$ cat src/rse_pkg.sv
// ----------------------------------------------------------------------------
// rse_pkg: shared types and constants
// Widths, limits and the queue entry type between front and back.
// ----------------------------------------------------------------------------
package rse_pkg;
   localparam int MaxBins = 256;
   localparam int CountW = $clog2(MaxBins + 1);
   localparam int MagW = 16;
   localparam int TotalW = 24;
   localparam int WeightW = 44;
   localparam int OutW = 20;
   localparam int LogW = 21;
   localparam int OutMin = -524288;
   localparam int QDepth = 4;
   localparam int QPtrW = $clog2(QDepth);

   typedef struct packed {
      logic [MagW-1:0] mag;
      logic            acc;
      logic            ovf;
      logic            last;
   } entry_type;
endpackage

$ cat src/rse_log2.sv
// ----------------------------------------------------------------------------
// rse_log2: iterative Q.16 log2
// Takes an operand of up to 24 bits and produces its log2 with 16 fraction
// bits, one fraction bit per squaring step.
// ----------------------------------------------------------------------------
module rse_log2 (
   input  logic                   clock,
   input  logic                   reset,
   input  logic                   start,
   input  logic [rse_pkg::TotalW-1:0] operand,
   output logic                   done,
   output logic [rse_pkg::LogW-1:0] result
);
   import rse_pkg::*;

   logic [31:0] y_ff, y_in;
   logic [4:0]  e_ff, e_in;
   logic [15:0] frac_ff, frac_in;
   logic [4:0]  step_ff, step_in;
   logic        busy_ff, busy_in;
   logic        done_ff, done_in;
   logic [63:0] sq;
   logic [31:0] ys;
   logic [4:0]  msb;

   always_comb begin
      msb = 5'd0;
      for (int i = 0; i < TotalW; i++) begin
         if (operand[i]) begin
            msb = 5'(i);
         end
      end
   end

   assign sq = 64'(y_ff) * 64'(y_ff);
   assign ys = sq[61:30];

   always_comb begin
      y_in = y_ff;
      e_in = e_ff;
      frac_in = frac_ff;
      step_in = step_ff;
      busy_in = busy_ff;
      done_in = 1'b0;
      if (start && !busy_ff) begin
         y_in = 32'(operand) << (5'd30 - msb);
         e_in = (operand == '0) ? 5'd0 : msb;
         frac_in = '0;
         step_in = '0;
         busy_in = 1'b1;
      end else if (busy_ff) begin
         if (ys[31]) begin
            y_in = ys >> 1;
         end else begin
            y_in = ys;
         end
         frac_in = {frac_ff[14:0], ys[31]};
         step_in = step_ff + 5'd1;
         if (step_ff == 5'd15) begin
            busy_in = 1'b0;
            done_in = 1'b1;
         end
      end
   end

   always_ff @(posedge clock) begin
      if (reset) begin
         busy_ff <= 1'b0;
         done_ff <= 1'b0;
      end else begin
         busy_ff <= busy_in;
         done_ff <= done_in;
      end
      y_ff <= y_in;
      e_ff <= e_in;
      frac_ff <= frac_in;
      step_ff <= step_in;
   end

   assign done = done_ff;
   assign result = {e_ff, frac_ff};
endmodule

$ cat src/rse_front.sv
// ----------------------------------------------------------------------------
// rse_front: bin classifier
// Marks each bin as DC, accumulated or overflow and pushes it to the queue.
// ----------------------------------------------------------------------------
module rse_front (
   input  logic                 clock,
   input  logic                 reset,
   input  logic                 push,
   output logic                 full,
   input  logic [rse_pkg::MagW-1:0] magnitude,
   input  logic                 last_in_row,
   input  logic                 q_full,
   output logic                 q_push,
   output rse_pkg::entry_type   q_data
);
   import rse_pkg::*;

   logic              start_ff, start_in;
   logic [CountW-1:0] count_ff, count_in;
   logic              take;

   assign full = q_full;
   assign take = push && !q_full;

   always_comb begin
      start_in = start_ff;
      count_in = count_ff;
      q_data.mag = magnitude;
      q_data.last = last_in_row;
      q_data.acc = 1'b0;
      q_data.ovf = 1'b0;
      if (!start_ff) begin
         if (count_ff >= CountW'(MaxBins)) begin
            q_data.ovf = 1'b1;
         end else begin
            q_data.acc = 1'b1;
         end
      end
      if (take) begin
         start_in = last_in_row;
         if (last_in_row) begin
            count_in = '0;
         end else if (!start_ff && count_ff < CountW'(MaxBins)) begin
            count_in = count_ff + CountW'(1);
         end
      end
   end

   always_ff @(posedge clock) begin
      if (reset) begin
         start_ff <= 1'b1;
         count_ff <= '0;
      end else begin
         start_ff <= start_in;
         count_ff <= count_in;
      end
   end

   assign q_push = take;
endmodule

$ cat src/rse_back.sv
// ----------------------------------------------------------------------------
// rse_back: accumulator and row finisher
// Accumulates S and W per bin using the log2 unit, then divides W by S
// bit-serially and subtracts log2 S at the end of a row.
// ----------------------------------------------------------------------------
module rse_back (
   input  logic                 clock,
   input  logic                 reset,
   input  logic                 q_empty,
   output logic                 q_pop,
   input  rse_pkg::entry_type   q_data,
   output logic                 out_valid,
   input  logic                 out_take,
   output logic signed [rse_pkg::OutW-1:0] neg_entropy,
   output logic                 zero_total,
   output logic                 too_many_bins
);
   import rse_pkg::*;

   typedef enum logic [6:0] {
      S_IDLE = 7'b0000001,
      S_LOG  = 7'b0000010,
      S_MAC  = 7'b0000100,
      S_DIV  = 7'b0001000,
      S_SLOG = 7'b0010000,
      S_FIN  = 7'b0100000,
      S_OUT  = 7'b1000000
   } state_type;

   state_type           state_ff, state_in;
   logic [TotalW-1:0]   tot_ff, tot_in;
   logic [WeightW-1:0]  w_ff, w_in;
   logic                ovf_ff, ovf_in;
   entry_type           cur_ff, cur_in;
   logic [WeightW-1:0]  quo_ff, quo_in;
   logic [TotalW:0]     rem_ff, rem_in;
   logic [5:0]          dstep_ff, dstep_in;
   logic signed [OutW-1:0] res_ff, res_in;
   logic                zero_ff, zero_in;
   logic                lstart;
   logic [TotalW-1:0]   lop;
   logic                ldone;
   logic [LogW-1:0]     lres;
   logic [TotalW:0]     trial;
   logic [MagW+LogW-1:0] prod;
   logic [WeightW+1:0]  wsum;
   logic [TotalW:0]     tsum;
   logic signed [WeightW+1:0] r;

   rse_log2 u_log2 (
      .clock(clock), .reset(reset), .start(lstart), .operand(lop),
      .done(ldone), .result(lres)
   );

   assign trial = {rem_ff[TotalW-1:0], w_ff[6'(WeightW-1) - dstep_ff]};
   assign prod = cur_ff.mag * lres;
   assign wsum = (WeightW+2)'(w_ff) + (WeightW+2)'(prod);
   assign tsum = (TotalW+1)'(tot_ff) + (TotalW+1)'(cur_ff.mag);
   assign r = $signed((WeightW+2)'(quo_ff)) - $signed((WeightW+2)'(lres));

   always_comb begin
      state_in = state_ff;
      tot_in = tot_ff;
      w_in = w_ff;
      ovf_in = ovf_ff;
      cur_in = cur_ff;
      quo_in = quo_ff;
      rem_in = rem_ff;
      dstep_in = dstep_ff;
      res_in = res_ff;
      zero_in = zero_ff;
      q_pop = 1'b0;
      lstart = 1'b0;
      lop = (state_ff == S_IDLE) ? TotalW'(q_data.mag) : tot_ff;
      unique case (state_ff)
         S_IDLE: begin
            if (!q_empty) begin
               q_pop = 1'b1;
               cur_in = q_data;
               if (q_data.ovf) begin
                  ovf_in = 1'b1;
               end
               if (q_data.acc) begin
                  lstart = 1'b1;
                  state_in = S_LOG;
               end else if (q_data.last) begin
                  state_in = S_DIV;
               end
               dstep_in = '0;
               quo_in = '0;
               rem_in = '0;
            end
         end
         S_LOG: begin
            if (ldone) begin
               state_in = S_MAC;
            end
         end
         S_MAC: begin
            w_in = (wsum > (WeightW+2)'({WeightW{1'b1}})) ? '1 : wsum[WeightW-1:0];
            tot_in = tsum[TotalW] ? '1 : tsum[TotalW-1:0];
            state_in = cur_ff.last ? S_DIV : S_IDLE;
         end
         S_DIV: begin
            if (trial >= (TotalW+1)'(tot_ff)) begin
               rem_in = trial - (TotalW+1)'(tot_ff);
               quo_in = {quo_ff[WeightW-2:0], 1'b1};
            end else begin
               rem_in = trial;
               quo_in = {quo_ff[WeightW-2:0], 1'b0};
            end
            dstep_in = dstep_ff + 6'd1;
            if (tot_ff == '0) begin
               state_in = S_FIN;
            end else if (dstep_ff == 6'(WeightW-1)) begin
               lstart = 1'b1;
               state_in = S_SLOG;
            end
         end
         S_SLOG: begin
            if (ldone) begin
               state_in = S_FIN;
            end
         end
         S_FIN: begin
            zero_in = (tot_ff == '0);
            if (tot_ff == '0 || r > 0) begin
               res_in = '0;
            end else if (r < (WeightW+2)'(OutMin)) begin
               res_in = OutW'(OutMin);
            end else begin
               res_in = r[OutW-1:0];
            end
            state_in = S_OUT;
         end
         S_OUT: begin
            if (out_take) begin
               tot_in = '0;
               w_in = '0;
               ovf_in = 1'b0;
               state_in = S_IDLE;
            end
         end
         default: state_in = S_IDLE;
      endcase
   end

   always_ff @(posedge clock) begin
      if (reset) begin
         state_ff <= S_IDLE;
         tot_ff <= '0;
         w_ff <= '0;
         ovf_ff <= 1'b0;
      end else begin
         state_ff <= state_in;
         tot_ff <= tot_in;
         w_ff <= w_in;
         ovf_ff <= ovf_in;
      end
      cur_ff <= cur_in;
      quo_ff <= quo_in;
      rem_ff <= rem_in;
      dstep_ff <= dstep_in;
      res_ff <= res_in;
      zero_ff <= zero_in;
   end

   assign out_valid = (state_ff == S_OUT);
   assign neg_entropy = res_ff;
   assign zero_total = zero_ff;
   assign too_many_bins = ovf_ff;
endmodule

$ cat src/rse_queue.sv
// ----------------------------------------------------------------------------
// rse_queue: classified bin queue
// A short first-in first-out store between the front and the back.
// ----------------------------------------------------------------------------
module rse_queue (
   input  logic               clock,
   input  logic               reset,
   input  logic               push,
   input  rse_pkg::entry_type wdata,
   output logic               full,
   input  logic               pop,
   output rse_pkg::entry_type rdata,
   output logic               empty
);
   import rse_pkg::*;

   entry_type        mem_ff [QDepth];
   logic [QPtrW-1:0] wp_ff, rp_ff;
   logic [QPtrW:0]   cnt_ff;

   always_ff @(posedge clock) begin
      if (reset) begin
         wp_ff <= '0;
         rp_ff <= '0;
         cnt_ff <= '0;
      end else begin
         if (push) begin
            wp_ff <= wp_ff + QPtrW'(1);
         end
         if (pop) begin
            rp_ff <= rp_ff + QPtrW'(1);
         end
         cnt_ff <= cnt_ff + (QPtrW+1)'(push) - (QPtrW+1)'(pop);
      end
      if (push) begin
         mem_ff[wp_ff] <= wdata;
      end
   end

   assign rdata = mem_ff[rp_ff];
   assign full = (cnt_ff == (QPtrW+1)'(QDepth));
   assign empty = (cnt_ff == '0);
endmodule

$ cat src/row_spectral_entropy.sv
// ----------------------------------------------------------------------------
// row_spectral_entropy: negative spectral entropy of one spectrum row
// Streams bin magnitudes in and gives one Q4.16 result per row.
// ----------------------------------------------------------------------------
// Input beats carry one bin magnitude and a last_in_row flag; push is taken
// whenever full is low. The first bin of each row is the DC bin and is
// skipped. A four-entry queue decouples the classifier from the accumulator.
// Each accumulated bin holds the back end while the shared log2 unit, which
// squares once per fraction bit, works on it; DC and overflow bins do not
// use the log2 unit. At the end of a row the bit-serial divider runs, then
// the final log2 and the finish step; a row whose total is zero cuts the
// divide short and skips the log2. One result waits on the rsp_ ports while
// empty is low; while the receiver stalls the back end holds and the queue
// fills, then full rises. Reset clears all row state and the queue; the next
// bin after reset is a DC bin.
// ----------------------------------------------------------------------------
module row_spectral_entropy (
   input  logic                       clock,
   input  logic                       reset,
   input  logic                       push,
   output logic                       full,
   input  logic [rse_pkg::MagW-1:0]   req_magnitude,
   input  logic                       req_last_in_row,
   output logic                       empty,
   input  logic                       pop,
   output logic signed [rse_pkg::OutW-1:0] rsp_neg_entropy,
   output logic                       rsp_zero_total,
   output logic                       rsp_too_many_bins
);
   import rse_pkg::*;

   entry_type qin, qout;
   logic q_push, q_full, q_pop, q_empty, out_valid;

   rse_front u_front (
      .clock(clock), .reset(reset), .push(push), .full(full),
      .magnitude(req_magnitude), .last_in_row(req_last_in_row),
      .q_full(q_full), .q_push(q_push), .q_data(qin)
   );

   rse_queue u_queue (
      .clock(clock), .reset(reset), .push(q_push), .wdata(qin), .full(q_full),
      .pop(q_pop), .rdata(qout), .empty(q_empty)
   );

   rse_back u_back (
      .clock(clock), .reset(reset), .q_empty(q_empty), .q_pop(q_pop),
      .q_data(qout), .out_valid(out_valid), .out_take(pop && out_valid),
      .neg_entropy(rsp_neg_entropy), .zero_total(rsp_zero_total),
      .too_many_bins(rsp_too_many_bins)
   );

   assign empty = !out_valid;

   a_pos: assert property (@(posedge clock) disable iff (reset)
      !empty |-> rsp_neg_entropy <= 0) else $error("result above zero");
   a_zero: assert property (@(posedge clock) disable iff (reset)
      (!empty && rsp_zero_total) |-> rsp_neg_entropy == 0)
      else $error("zero total with nonzero result");
   a_hold: assert property (@(posedge clock) disable iff (reset)
      (!empty && !pop) |=> !empty) else $error("result dropped");
endmodule
$ cat config.mk
export PLATFORM = sky130hd
export DESIGN_NAME = row_spectral_entropy
export DESIGN_NICKNAME = d
export VERILOG_FILES = /design/src/rse_pkg.sv /design/src/rse_log2.sv /design/src/rse_front.sv /design/src/rse_back.sv /design/src/rse_queue.sv /design/src/row_spectral_entropy.sv
export SDC_FILE = /design/constraint.sdc
export NUM_CORES = 2
export LEC_CHECK = 0
export ABC_CLOCK_PERIOD_IN_PS = 12300
export BUFFER_PORTS_ARGS = -buffer_cell sky130_fd_sc_hd__buf_2
export CORE_MARGIN = 2
export CORE_UTILIZATION = 55
export DETAILED_ROUTE_END_ITERATION = 8
export PLACE_DENSITY = 0.71
export SKIP_CTS_REPAIR_TIMING = 1
export SLEW_MARGIN = 20
export SYNTH_ARGS = -nofsm -noshare
export SYNTH_HDL_FRONTEND = slang
export SYNTH_SLANG_ARGS = --single-unit
$ cat constraint.sdc
create_clock -name clock -period 12.3 [get_ports clock]
set_input_delay 3.075 -clock clock [delete_from_list [all_inputs] [get_ports clock]]
set_output_delay 3.075 -clock clock [all_outputs]
set_load 0.1 [all_outputs]
==> metrics <==
final WL=157 mm; Final Hold Vio Count=0; Top FF cell, synth=edfxtp_1; Crit path depth=31; largest net degree at the start of global routing=65; Iter 0 DRT Violations=between 3000 and 4000; CTS tree=done; IO Pins=between 40 and 50; max-capacitance violation count=0; final setup vio count=0; GP Congestion=around 0.97; HP Class=register to register; Num CTS Buffers=42; CP arrival=10.86 ns; Routed wire per std cell=around 20 um; drt via density=5.67; clock latency on the worst-skew pair=about 0.58 ns; Final min period=10.55 ns; nets@finish=around 8000; CTS Buffer Depth=3; Cells after Synth=between 6000 and 7000; Syn Std Cell Area=between 60000 and 70000 um2; vias in the first global route=47000; status=finished clean; die width=between 300 and 400 um; Initial Util=around 55%; vias post-DR=44400; WS Path Type=register to register; crit-path max cell delay=1.06 ns; Post-Syn Nets=about 8000; final instance area=around 63000 um2; Post-Layout Cell Count=between 7000 and 8000; CP Capture Type=register; Clock transition at path regs=roughly 0.07 ns; Post-synth ARST share=0%; Worst Skew=about 0.028 ns; syn_area_per_cell=between 9 and 10 um2; crit path max fanout=25; Tcrit/Tclk final=about 86%; DP Wirelength=122 mm; Rel. slew slack=between 20 and 30%; multi-input logic area=approximately 44000 um2; Critical Path Slowest Stage Cell=edfxtp_1; CORE AREA=about 110000 um2; clk sink count=roughly 340; Startpoint Class=register; most frequent CP cell=fa_1; Routed Antenna Nets=0; grt ovf=0; Die Ht=334 um; Min-Delay Path Depth=2; GRT Total Usage=a little under 30%; FP Rows=between 100 and 150; CP bufs+invs=9; post-synthesis sequential area ratio=~15%; Post-synth EDFFs=225; dpl cells=approximately 7800; dpl cell area=61800 um2; initial antenna violation count=4; fill count=between 9000 and 10000; maximum clock rate=approximately 0.095 GHz; Worst Path Required=12.60 ns; IO buf count=between 40 and 50; Ys Warns=0; critical path's top delay family=adder cells; setup TNS=0 ns; reg2reg path depth=31; Slew Viols, Final=0; H-tree levels=2; clock root cell=clkbuf_16; DRT Pass-1 Iters=6; Remaining DRCs=0; Register Area=a little over 9000 um2; Seq cells post-synth=343; layout cells sized above 1=just under 5%; Worst Tran Pin Value=about 1.1 ns; Netlist cell types=about 90; Synth-to-Final Area Change=5.33%; unrepaired setup endpoints after global routing=false; Die Area=roughly 110000 um2; first-pass GRT wire length=255 mm; # diodes=0
## Yosys cell counts, types with 41 or more instances
cell type | number | area share [%]
nand3_1 | 60 | 0.50
o21ai_0 | 182 | 1.5
and2_1 | 362 | 3.8
edfxtp_1 | 225 | 11
nor2_1 | 282 | 1.8
clkbuf_1 | 245 | 1.5
xor2_1 | 67 | 0.98
inv_1 | 1554 | 9.7
a21oi_1 | 200 | 1.7
fa_1 | 1112 | 37
nor2b_1 | 41 | 0.43
xnor2_1 | 86 | 1.3
mux2i_1 | 67 | 1.1
ha_1 | 452 | 9.4
a21o_1 | 83 | 1.0
nand2_1 | 706 | 4.4
nor3_1 | 63 | 0.53
dfxtp_1 | 118 | 3.9
## path summary, 6_finish.rpt
path | slack (ns) | endpoint | startpoint
max reg2reg | 1.75 | u_back.u_log2.y_ff[1] | u_back.u_log2.y_ff[18]
min | 0.46 | u_back.u_log2.step_ff[4] | u_back.u_log2.step_ff[4]
max | 1.75 | u_back.u_log2.y_ff[1] | u_back.u_log2.y_ff[18]
min reg2reg | 0.46 | u_back.u_log2.step_ff[4] | u_back.u_log2.step_ff[4]
## area by class of cell
type / instances / share of cell area [%]
multi-input combinational: 4303 / 69.7
inverter: 1564 / 9.29
sequential: 343 / 14.4
tap: 1414 / 2.80
timing repair buffer: 142 / 1.52
clock buffer: 48 / 1.80
clock inverter: 29 / 0.465
## per-layer routing
metal | vias up | share of wire [%] | wire length, um | GRT usage [%]
met2 | 1877 | 47 | 74400 | 47.9
met1 | 22300 | 41 | 64300 | 40.1
li1 | 19900 | - | - | -
met4 | 2 | 3.3 | 5190 | 8.46
met3 | 360 | 8.5 | 13400 | 4.15
met5 | - | 0.0083 | 13 | 0
## cell usage in the layout, fill, tap and decap left out, drive strengths merged, types with 86 or more instances in the layout
cell type,synthesis,routed
ha,452,452
and2,362,362
inv,1558,1563
edfxtp,225,225
fa,1112,1112
nor2,292,292
buf,26,142
xnor2,86,86
dfxtp,118,118
nand2,706,706
o21ai,193,193
a21oi,202,202
## kinds of logic (layout without fill, tap and decap cells)
family | Yosys count | in the layout | share of synthesized area (%)
muxes | 118 | 118 | 2.82
adders and majority gates | 1564 | 1564 | 46.5
and+or+nand+nor | 1697 | 1697 | 13.5
AOI/OAI and AO/OA | 771 | 771 | 8.21
DFF | 343 | 343 | 15.2
xor gates and xnor gates | 153 | 153 | 2.23
buffers and inverters | 1835 | 1783 | 11.5
## registers in the layout (all words and copies together) (netlist names), named ones only
name and count:
u_back.cur_ff 17, u_back.dstep_ff 6, u_back.neg_entropy 20, u_back.quo_ff 44, u_back.rem_ff 24, u_back.state_ff 7, u_back.too_many_bins 1, u_back.tot_ff 24
u_back.u_log2.busy_ff 1, u_back.u_log2.done 1, u_back.u_log2.e_ff 5, u_back.u_log2.frac_ff 16, u_back.u_log2.step_ff 5, u_back.u_log2.y_ff 32, u_back.w_ff 44, u_back.zero_total 1
u_front.count_ff 9, u_front.start_ff 1, u_queue.cnt_ff 3, u_queue.mem_ff 76, u_queue.rp_ff 2, u_queue.wp_ff 2
## tightest hold or removal path, cell delays in order, from the launching register on
cell	delay, ns
dfxtp_1	0.31
nand2_1	0.05
mux2i_1	0.05
## stage by stage
step	setup slack (ns)	utilization, %	hold slack, ns
floorplan	3.77	-	0.432
global route	1.31	58.2	0.493
finish	1.75	58.2	0.458
global placement	2.16	56.9	0.442
CTS	1.91	58.2	0.458
detailed placement	1.92	56.9	0.450
Power is left out: the tool's default activity adds up to more than one toggle a clock period on the data nets, which glitch-free logic cannot reach.
